===== src/rtl/core/n_queens_solution_enumerator_top_assert.svh =====
// assertion macros for the n-queens enumerator
// clocked on clk, disabled while arst_n is low
`ifndef N_QUEENS_SOLUTION_ENUMERATOR_TOP_ASSERT_SVH
`define N_QUEENS_SOLUTION_ENUMERATOR_TOP_ASSERT_SVH

// general property check
`define NQSE_ASSERT(name, prop, msg) \
	name: assert property (@(posedge clk) disable iff (!arst_n) prop) else $error(msg);

// condition that must never hold
`define NQSE_NEVER(name, cond, msg) \
	`NQSE_ASSERT(name, !(cond), msg)

`endif


===== src/rtl/core/nqse_pkg.sv =====
`timescale 1ns / 1ps
// ----------------------------------------------------------------------------
// nqse_pkg
// shared types and codes of the n-queens solution enumerator
// ----------------------------------------------------------------------------
package nqse_pkg;

	localparam int NQ_MAX_N     = 8;
	localparam int ROW_FIELD_W  = 4;
	localparam int PLACE_COLS   = 8;
	localparam int SIZE_W       = 4;
	localparam int PLACE_W      = ROW_FIELD_W * PLACE_COLS;
	localparam int COUNT_W      = 16;

	localparam logic ACT_START = 1'b0;
	localparam logic ACT_NEXT  = 1'b1;

	typedef enum logic [1:0] {
		RES_FOUND        = 2'd0,
		RES_EXHAUSTED    = 2'd1,
		RES_NOT_POSSIBLE = 2'd2,
		RES_STARTED      = 2'd3
	} result_t;

	// per-column cell control
	typedef struct packed {
		logic clear;
		logic place;
	} cell_ctrl_t;

endpackage


===== src/rtl/core/nqse_cell.sv =====
`timescale 1ns / 1ps
// ----------------------------------------------------------------------------
// nqse_cell
// one board column: finds the lowest free row at or above the start row,
// holds its queen row and the occupancy masks handed on to the next column
// ----------------------------------------------------------------------------
module nqse_cell
	import nqse_pkg::*;
#(
	parameter int MAX_N = NQ_MAX_N,
	parameter int COL   = 0,
	localparam int CW   = $clog2(MAX_N + 1),
	localparam int RW   = $clog2(MAX_N),
	localparam int DW   = 2 * MAX_N - 1
) (
	input  logic             clk,
	input  logic             arst_n,
	input  cell_ctrl_t       ctrl,
	input  logic [CW-1:0]    start_row,
	input  logic [CW-1:0]    size,
	input  logic [MAX_N-1:0] row_in,
	input  logic [DW-1:0]    rise_in,
	input  logic [DW-1:0]    fall_in,
	output logic [MAX_N-1:0] row_out,
	output logic [DW-1:0]    rise_out,
	output logic [DW-1:0]    fall_out,
	output logic             hit,
	output logic [RW-1:0]    queen_row
);

	localparam logic [MAX_N-1:0] ONE_V = {{(MAX_N-1){1'b0}}, 1'b1};

	logic [MAX_N-1:0] free_v;
	logic [MAX_N-1:0] sel_v;
	logic [DW-1:0]    rise_add;
	logic [DW-1:0]    fall_add;
	logic [RW-1:0]    hit_row;
	logic [RW-1:0]    row_q;
	logic [MAX_N-1:0] row_out_q;
	logic [DW-1:0]    rise_out_q;
	logic [DW-1:0]    fall_out_q;

	always_comb begin
		for (int r = 0; r < MAX_N; r++) begin
			free_v[r] = !row_in[r] && !rise_in[r + COL] && !fall_in[MAX_N - 1 + COL - r]
				&& (CW'(r) >= start_row) && (CW'(r) < size);
		end
	end

	// isolate lowest free row
	assign sel_v = free_v & (~free_v + ONE_V);
	assign hit   = |free_v;

	always_comb begin
		rise_add = '0;
		fall_add = '0;
		hit_row  = '0;
		for (int r = 0; r < MAX_N; r++) begin
			if (sel_v[r]) begin
				rise_add[r + COL]           = 1'b1;
				fall_add[MAX_N - 1 + COL - r] = 1'b1;
				hit_row                     = hit_row | RW'(r);
			end
		end
	end

	always_ff @(posedge clk or negedge arst_n) begin
		if (!arst_n) begin
			row_q <= '0;
		end else if (ctrl.clear) begin
			row_q <= '0;
		end else if (ctrl.place) begin
			row_q <= hit_row;
		end
	end

	// masks are only read downstream once this column holds a queen
	always_ff @(posedge clk) begin
		if (ctrl.place) begin
			row_out_q  <= row_in | sel_v;
			rise_out_q <= rise_in | rise_add;
			fall_out_q <= fall_in | fall_add;
		end
	end

	assign row_out   = row_out_q;
	assign rise_out  = rise_out_q;
	assign fall_out  = fall_out_q;
	assign queen_row = row_q;

endmodule


===== src/rtl/core/n_queens_solution_enumerator_top.sv =====
`timescale 1ns / 1ps
// ----------------------------------------------------------------------------
// n_queens_solution_enumerator_top
// depth-first n-queens search over a chain of column cells
// ----------------------------------------------------------------------------
// A request on the input channel (in_valid/in_stall) carries action and
// board_size. action start latches the size, clears the board and answers
// started, or not possible for sizes 0, 2, 3 and above MAX_N. action next
// resumes the search and answers with the next solution (status found, one
// queen row per 4-bit column field) or exhausted. Exactly one result comes
// out on the output channel (out_valid/out_stall) per request.
// Timing: a start, or a next with no open search, answers in the cycle after
// acceptance. A searching next resumes, then takes one search node per cycle
// (a placement or a backtrack step of the active column cell), and emits a
// solution from the emit state; exhaustion answers from the last search
// cycle.
// One request is in flight at a time; in_stall stays high while searching.
// A result held by out_stall stays in the output register and blocks new
// requests until it leaves.
// Reset clears the board, the count and the open search at once.
// ----------------------------------------------------------------------------
`include "n_queens_solution_enumerator_top_assert.svh"

module n_queens_solution_enumerator_top
	import nqse_pkg::*;
#(
	parameter int MAX_N = NQ_MAX_N
) (
	input  logic                clk,
	input  logic                arst_n,
	input  logic                in_valid,
	output logic                in_stall,
	input  logic                action,
	input  logic [SIZE_W-1:0]   board_size,
	output logic                out_valid,
	input  logic                out_stall,
	output logic [1:0]          status,
	output logic [PLACE_W-1:0]  placement,
	output logic [COUNT_W-1:0]  solution_count
);

	localparam int CW = $clog2(MAX_N + 1);
	localparam int RW = $clog2(MAX_N);
	localparam int DW = 2 * MAX_N - 1;
	localparam int PC = (MAX_N < PLACE_COLS) ? MAX_N : PLACE_COLS;

	typedef enum logic [1:0] {
		S_IDLE,
		S_SEARCH,
		S_EMIT
	} fsm_t;

	fsm_t                 state_q;
	logic [CW-1:0]        col_q;
	logic [CW-1:0]        start_q;
	logic [CW-1:0]        n_q;
	logic                 active_q;
	logic [COUNT_W-1:0]   count_q;
	logic                 out_valid_q;
	result_t              status_q;
	logic [PLACE_W-1:0]   placement_q;

	logic                 in_acc;
	logic                 out_free;
	logic                 size_ok;
	logic                 hit_any;
	logic [RW-1:0]        prev_row;
	logic [RW-1:0]        last_row;
	logic [PLACE_W-1:0]   place_pack;
	logic [COUNT_W-1:0]   count_inc;

	logic [MAX_N-1:0]     act_sel;
	logic [MAX_N-1:0]     prev_sel;
	logic [MAX_N-1:0]     last_sel;
	logic [MAX_N-1:0]     hits;
	logic [MAX_N-1:0]     place_v;
	logic [RW-1:0]        rows   [MAX_N];
	logic [MAX_N-1:0]     row_m  [MAX_N+1];
	logic [DW-1:0]        rise_m [MAX_N+1];
	logic [DW-1:0]        fall_m [MAX_N+1];

	assign out_free = !out_valid_q || !out_stall;
	assign in_stall = (state_q != S_IDLE) || !out_free;
	assign in_acc   = in_valid && !in_stall;
	assign size_ok  = !(board_size inside {4'd0, 4'd2, 4'd3}) && (int'(board_size) <= MAX_N);
	assign count_inc = (count_q == '1) ? count_q : count_q + COUNT_W'(1);

	assign row_m[0]  = '0;
	assign rise_m[0] = '0;
	assign fall_m[0] = '0;

	for (genvar c = 0; c < MAX_N; c++) begin : g_cell
		cell_ctrl_t ctrl;

		assign act_sel[c]  = (col_q == CW'(c));
		assign prev_sel[c] = (col_q == CW'(c + 1));
		assign last_sel[c] = (n_q == CW'(c + 1));
		assign place_v[c]  = (state_q == S_SEARCH) && act_sel[c] && hits[c];
		assign ctrl.clear  = in_acc && (action == ACT_START);
		assign ctrl.place  = place_v[c];

		nqse_cell #(
			.MAX_N (MAX_N),
			.COL   (c)
		) u_cell (
			.clk       (clk),
			.arst_n    (arst_n),
			.ctrl      (ctrl),
			.start_row (start_q),
			.size      (n_q),
			.row_in    (row_m[c]),
			.rise_in   (rise_m[c]),
			.fall_in   (fall_m[c]),
			.row_out   (row_m[c+1]),
			.rise_out  (rise_m[c+1]),
			.fall_out  (fall_m[c+1]),
			.hit       (hits[c]),
			.queen_row (rows[c])
		);
	end

	always_comb begin
		hit_any  = 1'b0;
		prev_row = '0;
		last_row = '0;
		for (int c = 0; c < MAX_N; c++) begin
			hit_any  = hit_any | (act_sel[c] & hits[c]);
			prev_row = prev_row | (prev_sel[c] ? rows[c] : '0);
			last_row = last_row | (last_sel[c] ? rows[c] : '0);
		end
	end

	always_comb begin
		place_pack = '0;
		for (int c = 0; c < PC; c++) begin
			if (CW'(c) < n_q) begin
				place_pack[ROW_FIELD_W*c +: ROW_FIELD_W] = ROW_FIELD_W'(rows[c]);
			end
		end
	end

	// the output register only holds a result while idle
	always_ff @(posedge clk or negedge arst_n) begin
		if (!arst_n) begin
			state_q     <= S_IDLE;
			col_q       <= '0;
			start_q     <= '0;
			n_q         <= '0;
			active_q    <= 1'b0;
			count_q     <= '0;
			out_valid_q <= 1'b0;
			status_q    <= RES_FOUND;
			placement_q <= '0;
		end else begin
			case (state_q)
				S_IDLE: begin
					if (in_acc) begin
						if (action == ACT_START) begin
							col_q       <= '0;
							count_q     <= '0;
							n_q         <= CW'(board_size);
							active_q    <= size_ok;
							status_q    <= size_ok ? RES_STARTED : RES_NOT_POSSIBLE;
							placement_q <= '0;
							out_valid_q <= 1'b1;
						end else if (!active_q) begin
							status_q    <= RES_EXHAUSTED;
							placement_q <= '0;
							out_valid_q <= 1'b1;
						end else begin
							// resume: after a solution, lift the last queen and try the rows above it; else start at row 0
							if (col_q == n_q) begin
								col_q   <= n_q - CW'(1);
								start_q <= CW'(last_row) + CW'(1);
							end else begin
								start_q <= '0;
							end
							out_valid_q <= 1'b0;
							state_q     <= S_SEARCH;
						end
					end else if (!out_stall) begin
						out_valid_q <= 1'b0;
					end
				end
				S_SEARCH: begin
					if (hit_any) begin
						col_q   <= col_q + CW'(1);
						start_q <= '0;
						if (col_q + CW'(1) == n_q) begin
							state_q <= S_EMIT;
						end
					end else if (col_q == '0) begin
						if (out_free) begin
							active_q    <= 1'b0;
							status_q    <= RES_EXHAUSTED;
							placement_q <= '0;
							out_valid_q <= 1'b1;
							state_q     <= S_IDLE;
						end
					end else begin
						col_q   <= col_q - CW'(1);
						start_q <= CW'(prev_row) + CW'(1);
					end
				end
				S_EMIT: begin
					if (out_free) begin
						count_q     <= count_inc;
						status_q    <= RES_FOUND;
						placement_q <= place_pack;
						out_valid_q <= 1'b1;
						state_q     <= S_IDLE;
					end
				end
				default: begin
					state_q <= S_IDLE;
				end
			endcase
		end
	end

	assign out_valid      = out_valid_q;
	assign status         = status_q;
	assign placement      = placement_q;
	assign solution_count = count_q;

	`NQSE_ASSERT(a_one_cell_places, $onehot0(place_v), "more than one column placed at once")
	`NQSE_NEVER(a_col_in_range, active_q && (col_q > n_q), "column counter beyond board size")
	`NQSE_ASSERT(a_found_counts, (out_valid_q && status_q == RES_FOUND) |-> (count_q != '0), "zero count")
	`NQSE_ASSERT(a_search_open, (state_q == S_SEARCH) |-> active_q, "search running with no open search")

endmodule

===== config.mk =====
export PLATFORM = sky130hd
export DESIGN_NAME = n_queens_solution_enumerator_top
export DESIGN_NICKNAME = d
export VERILOG_FILES = /design/src/rtl/core/nqse_pkg.sv /design/src/rtl/core/nqse_cell.sv /design/src/rtl/core/n_queens_solution_enumerator_top.sv
export VERILOG_INCLUDE_DIRS = /design/src /design/src/rtl/core
export SDC_FILE = /design/constraint.sdc
export NUM_CORES = 1
export LEC_CHECK = 0
export BUFFER_PORTS_ARGS = -buffer_cell sky130_fd_sc_hd__clkbuf_2
export CORE_ASPECT_RATIO = 0.9
export CORE_MARGIN = 10
export CORE_UTILIZATION = 55
export CTS_CLUSTER_DIAMETER = 50
export DETAILED_ROUTE_END_ITERATION = 7
export PLACE_DENSITY = 0.72
export REMOVE_ABC_BUFFERS = 1
export SETUP_SLACK_MARGIN = 0.15
export SLEW_MARGIN = 40
export SYNTH_ARGS = -nofsm -noshare
export SYNTH_HDL_FRONTEND = slang
export SYNTH_SLANG_ARGS = --single-unit

===== constraint.sdc =====
create_clock -name clk -period 9.6 [get_ports clk]
set_clock_uncertainty 0.05 [all_clocks]
set_input_delay 2.4 -clock clk [delete_from_list [all_inputs] [get_ports clk]]
set_output_delay 2.4 -clock clk [all_outputs]
set_load 0.05 [all_outputs]

==> results.md <==
* Rows at 49
* Period minus WS final at 5.472 ns
* Routed len/inst at 21.12 um
* CTS sink count at 222
* CTS root buffer: clkbuf_16
* Global route total overflow at 0
* Clock Pin Slew Worst Setup and Hold Paths at 0.06 ns
* Final setup margin at 4.128 ns
* Clock Latency Late Sink at 0.53 ns
* Layout cell share with drive strength beyond 1 at 23.59%
* Fin crit share at 57.00%
* Setup TNS at 0 ns
* Element type at the critical path end: output pin
* Core Region at 20230 um^2
* Final Cell Area at 12880 um^2
* Initial drt markers at 875
* Detailed placement HPWL at 21740 um
* Layout Cells excl Fill at 1387
* Die width at 172.0 um
* Clock share of power at 28.0%
* Yosys warnings at 0
* Antenna violations before repair at 0
* Number of remaining DRC errors at 0
* Hold/Removal Path Class: flop to flop
* Leak Pwr at 5.249 nW
* Crit path buf inv count at 2
* Critical path's top delay family: buffers and inverters
* Die ar. at 26980 um^2
* Outcome: completed
* Post-synthesis sequential area ratio at 54.67%
* Postcts setup bufs at 0
* Sequential Power Share at 35.7%
* Area Overhead vs Synth at 12.58%
* Fmax at 182.8 MHz
* Comb power frac at 36.3%
* Top FF cell, synth: edfxtp_1
* Via count at 8532
* Post-synth design cell area at 11440 um^2
* Initial Util at 56.56%
* Worst-margin pin slew at 0.8227 ns
* Ports at 61
* MaxCap Viol Count at 0
* Die Y at 156.8 um
* NetSw at 1.424 mW
* CP Data Arrival Time at 3.02 ns
* Switching share of power at 39.55%
* Pre-CTS setup slack at 4.132 ns
* Critical Path RT at 7.15 ns
* CTS buffer count at 28
* Antenna cells at 0
* Reg-to-reg setup timing slack at 4.70 ns
* Max Buffers Root-to-Sink at 3
* Power per cell area at 279.4 nW/um^2
* Largest net degree at the start of global routing at 61
* DR pass1 iterations at 7
* Mean Syn Cell Area at 10.83 um^2
* Util after Layout at 63.67%
* Crit Path Class: input pin to output pin
* Crit-path max FO at 5
* Post_cts resized at 0
* First-pass GRT wire length at 45760 um
* Final #Nets at 1136
* Vias in the first global route at 8126
* Post-cts hold buffer count at 0
* Maximum VDD drop at 0.1884 mV
* Overall global routing resource usage at 21.52%
* Unrepaired setup endpoints after global routing: no
* Cell Int Power at 2.176 mW
* Antenna Nets Post-Route at 0
* Syn Inst Count at 1057
* Synthesis-stage register bit count at 222
* Tot Pwr at 3.599 mW
* Fraction of registers with async set or reset after synthesis at 36.94%
* Synth cell types at 73
* Total routed wirelength at 29290 um
* EDFF count, synth at 140
* Dpl cell area at 11960 um^2
* IO Port Bufs at 52
* Worst hold slack at 0.4656 ns
* Vias per inst at 6.151
* Fin. Hold Viols at 0
* DP Cell Count at 1335
* CTS tree: yes
* CTS H-tree depth at 1
* Max-slew headroom at 44.92%
* Fin. max-slew vios at 0
* Slowest-stage cell, CP: clkbuf_2
* Critical Path Max Stage Delay at 0.28 ns
* Startpoint types: input pin
* GP Congestion at 0.9307
* Critical Path, Cell by Cell: clkbuf_2 -> nand2_1 -> nand2_1 -> clkbuf_2
* Final setup fails at 0
Yosys cell counts, types with 12 or more instances:
cell type  count  area share (%)
edfxtp_1     140              37
or2_2        104             5.7
dfrtp_1       82              18
nor2_1        82             2.7
nand2_1       66             2.2
nor3_1        55             2.4
o21ai_0       53             2.3
a21oi_1       37             1.6
nand3_1       35             1.5
and3_1        30             1.6
inv_1         30            0.98
clkbuf_1      28            0.92
nand2b_1      27             1.5
nor4_1        27             1.5
ha_1          17             1.9
mux2_4        14             1.8
mux2_2        13             1.3
xor2_1        12            0.92
sequential cells by signal (all words and copies together) (netlist names):
signal / count
out_valid: 1
col_q: 4
status: 2
active_q: 1
state_q: 2
n_q: 4
placement: 24
g_cell.u_cell.row_out: 55
solution_count: 16
start_q: 4
g_cell.u_cell.rise_out: 42
g_cell.u_cell.queen_row: 24
g_cell.u_cell.fall_out: 43
cell usage in the layout, fill, tap and decap left out, drive strengths merged, types with 5 or more instances in the layout:
master,synthesis,final
o31ai,7,7
clkinv,0,6
clkbuf,28,89
o21bai,6,6
dfrtp,82,82
and2,7,7
or3,10,10
nor4b,7,7
a21oi,37,37
o41ai,10,10
xnor2,7,7
ha,17,17
mux2,27,27
buf,21,14
o2111ai,5,5
xor2,12,12
conb,1,8
nand4,6,6
nor2b,12,12
nand3,35,35
nor3,55,55
or4,11,11
o211ai,10,10
mux2i,11,11
or2,105,105
nand2b,27,27
edfxtp,140,140
nor2,82,82
a222oi,5,5
and3,30,30
o21ai,54,54
a211oi,7,7
nand2,67,67
inv,30,35
a31oi,10,10
nor4,29,29
per-layer routing:
metal | part of all wire [%] | global-route usage, %
met1 | 46 | 32.30
met2 | 43 | 32.01
met3 | 8.3 | 3.219
met4 | 2.0 | 4.963
met5 | 0 | 0
worst paths after layout:
| check | from | endpoint | depth (start not counted) |
|---|---|---|---|
| worst max-delay path | out_stall | in_stall | 4 |
| worst min-delay path | placement[26]$_DFFE_PN0P_ | placement[26]$_DFFE_PN0P_ | 1 |
| worst max register to register | n_q[1]$_DFFE_PN0P_ | placement[10]$_DFFE_PN0P_ | 13 |
| worst min register to register | placement[26]$_DFFE_PN0P_ | placement[26]$_DFFE_PN0P_ | 1 |
| max in group asynchronous | arst_n | solution_count[9]$_DFFE_PN0P_ | 2 |
| min in group asynchronous | arst_n | placement[2]$_DFFE_PN0P_ | 1 |
power groups by stage:
stage / clock, mW / combinational (mW) / sequential (mW)
global route: 1.06 / 1.42 / 1.29
floorplan: 0 / 0.837 / 1.28
finish: 1.01 / 1.31 / 1.29
global placement: 0 / 1.24 / 1.30
CTS: 1.02 / 1.29 / 1.28
detailed placement: 0 / 1.28 / 1.30
area by class of cell:
class | instances | area, um^2
sequential | 222 | 6256
clock buffer | 38 | 779.5
tap | 255 | 319.1
fill | 1690 | 7351
timing repair buffer | 65 | 379.1
inverter | 30 | 112.6
multi-input combinational | 763 | 4915
clock inverter | 14 | 120.1
kinds of logic (layout without fill, tap and decap cells):
group                    after synthesis  in the layout  synth area share [%]
AND/OR/NAND/NOR                      487            487                 23.17
flip-flops                           222            222                 54.67
AO/OA/AOI/OAI                        194            194                 11.54
buffers and inverters                 79            147                 3.193
multiplexers                          38             38                 4.079
XOR/XNOR                              19             19                 1.454
adder cells (fa/ha/maj)               17             17                 1.859
other                                  1              8               0.03277
Note: power is estimated with default switching activity, not from simulation.
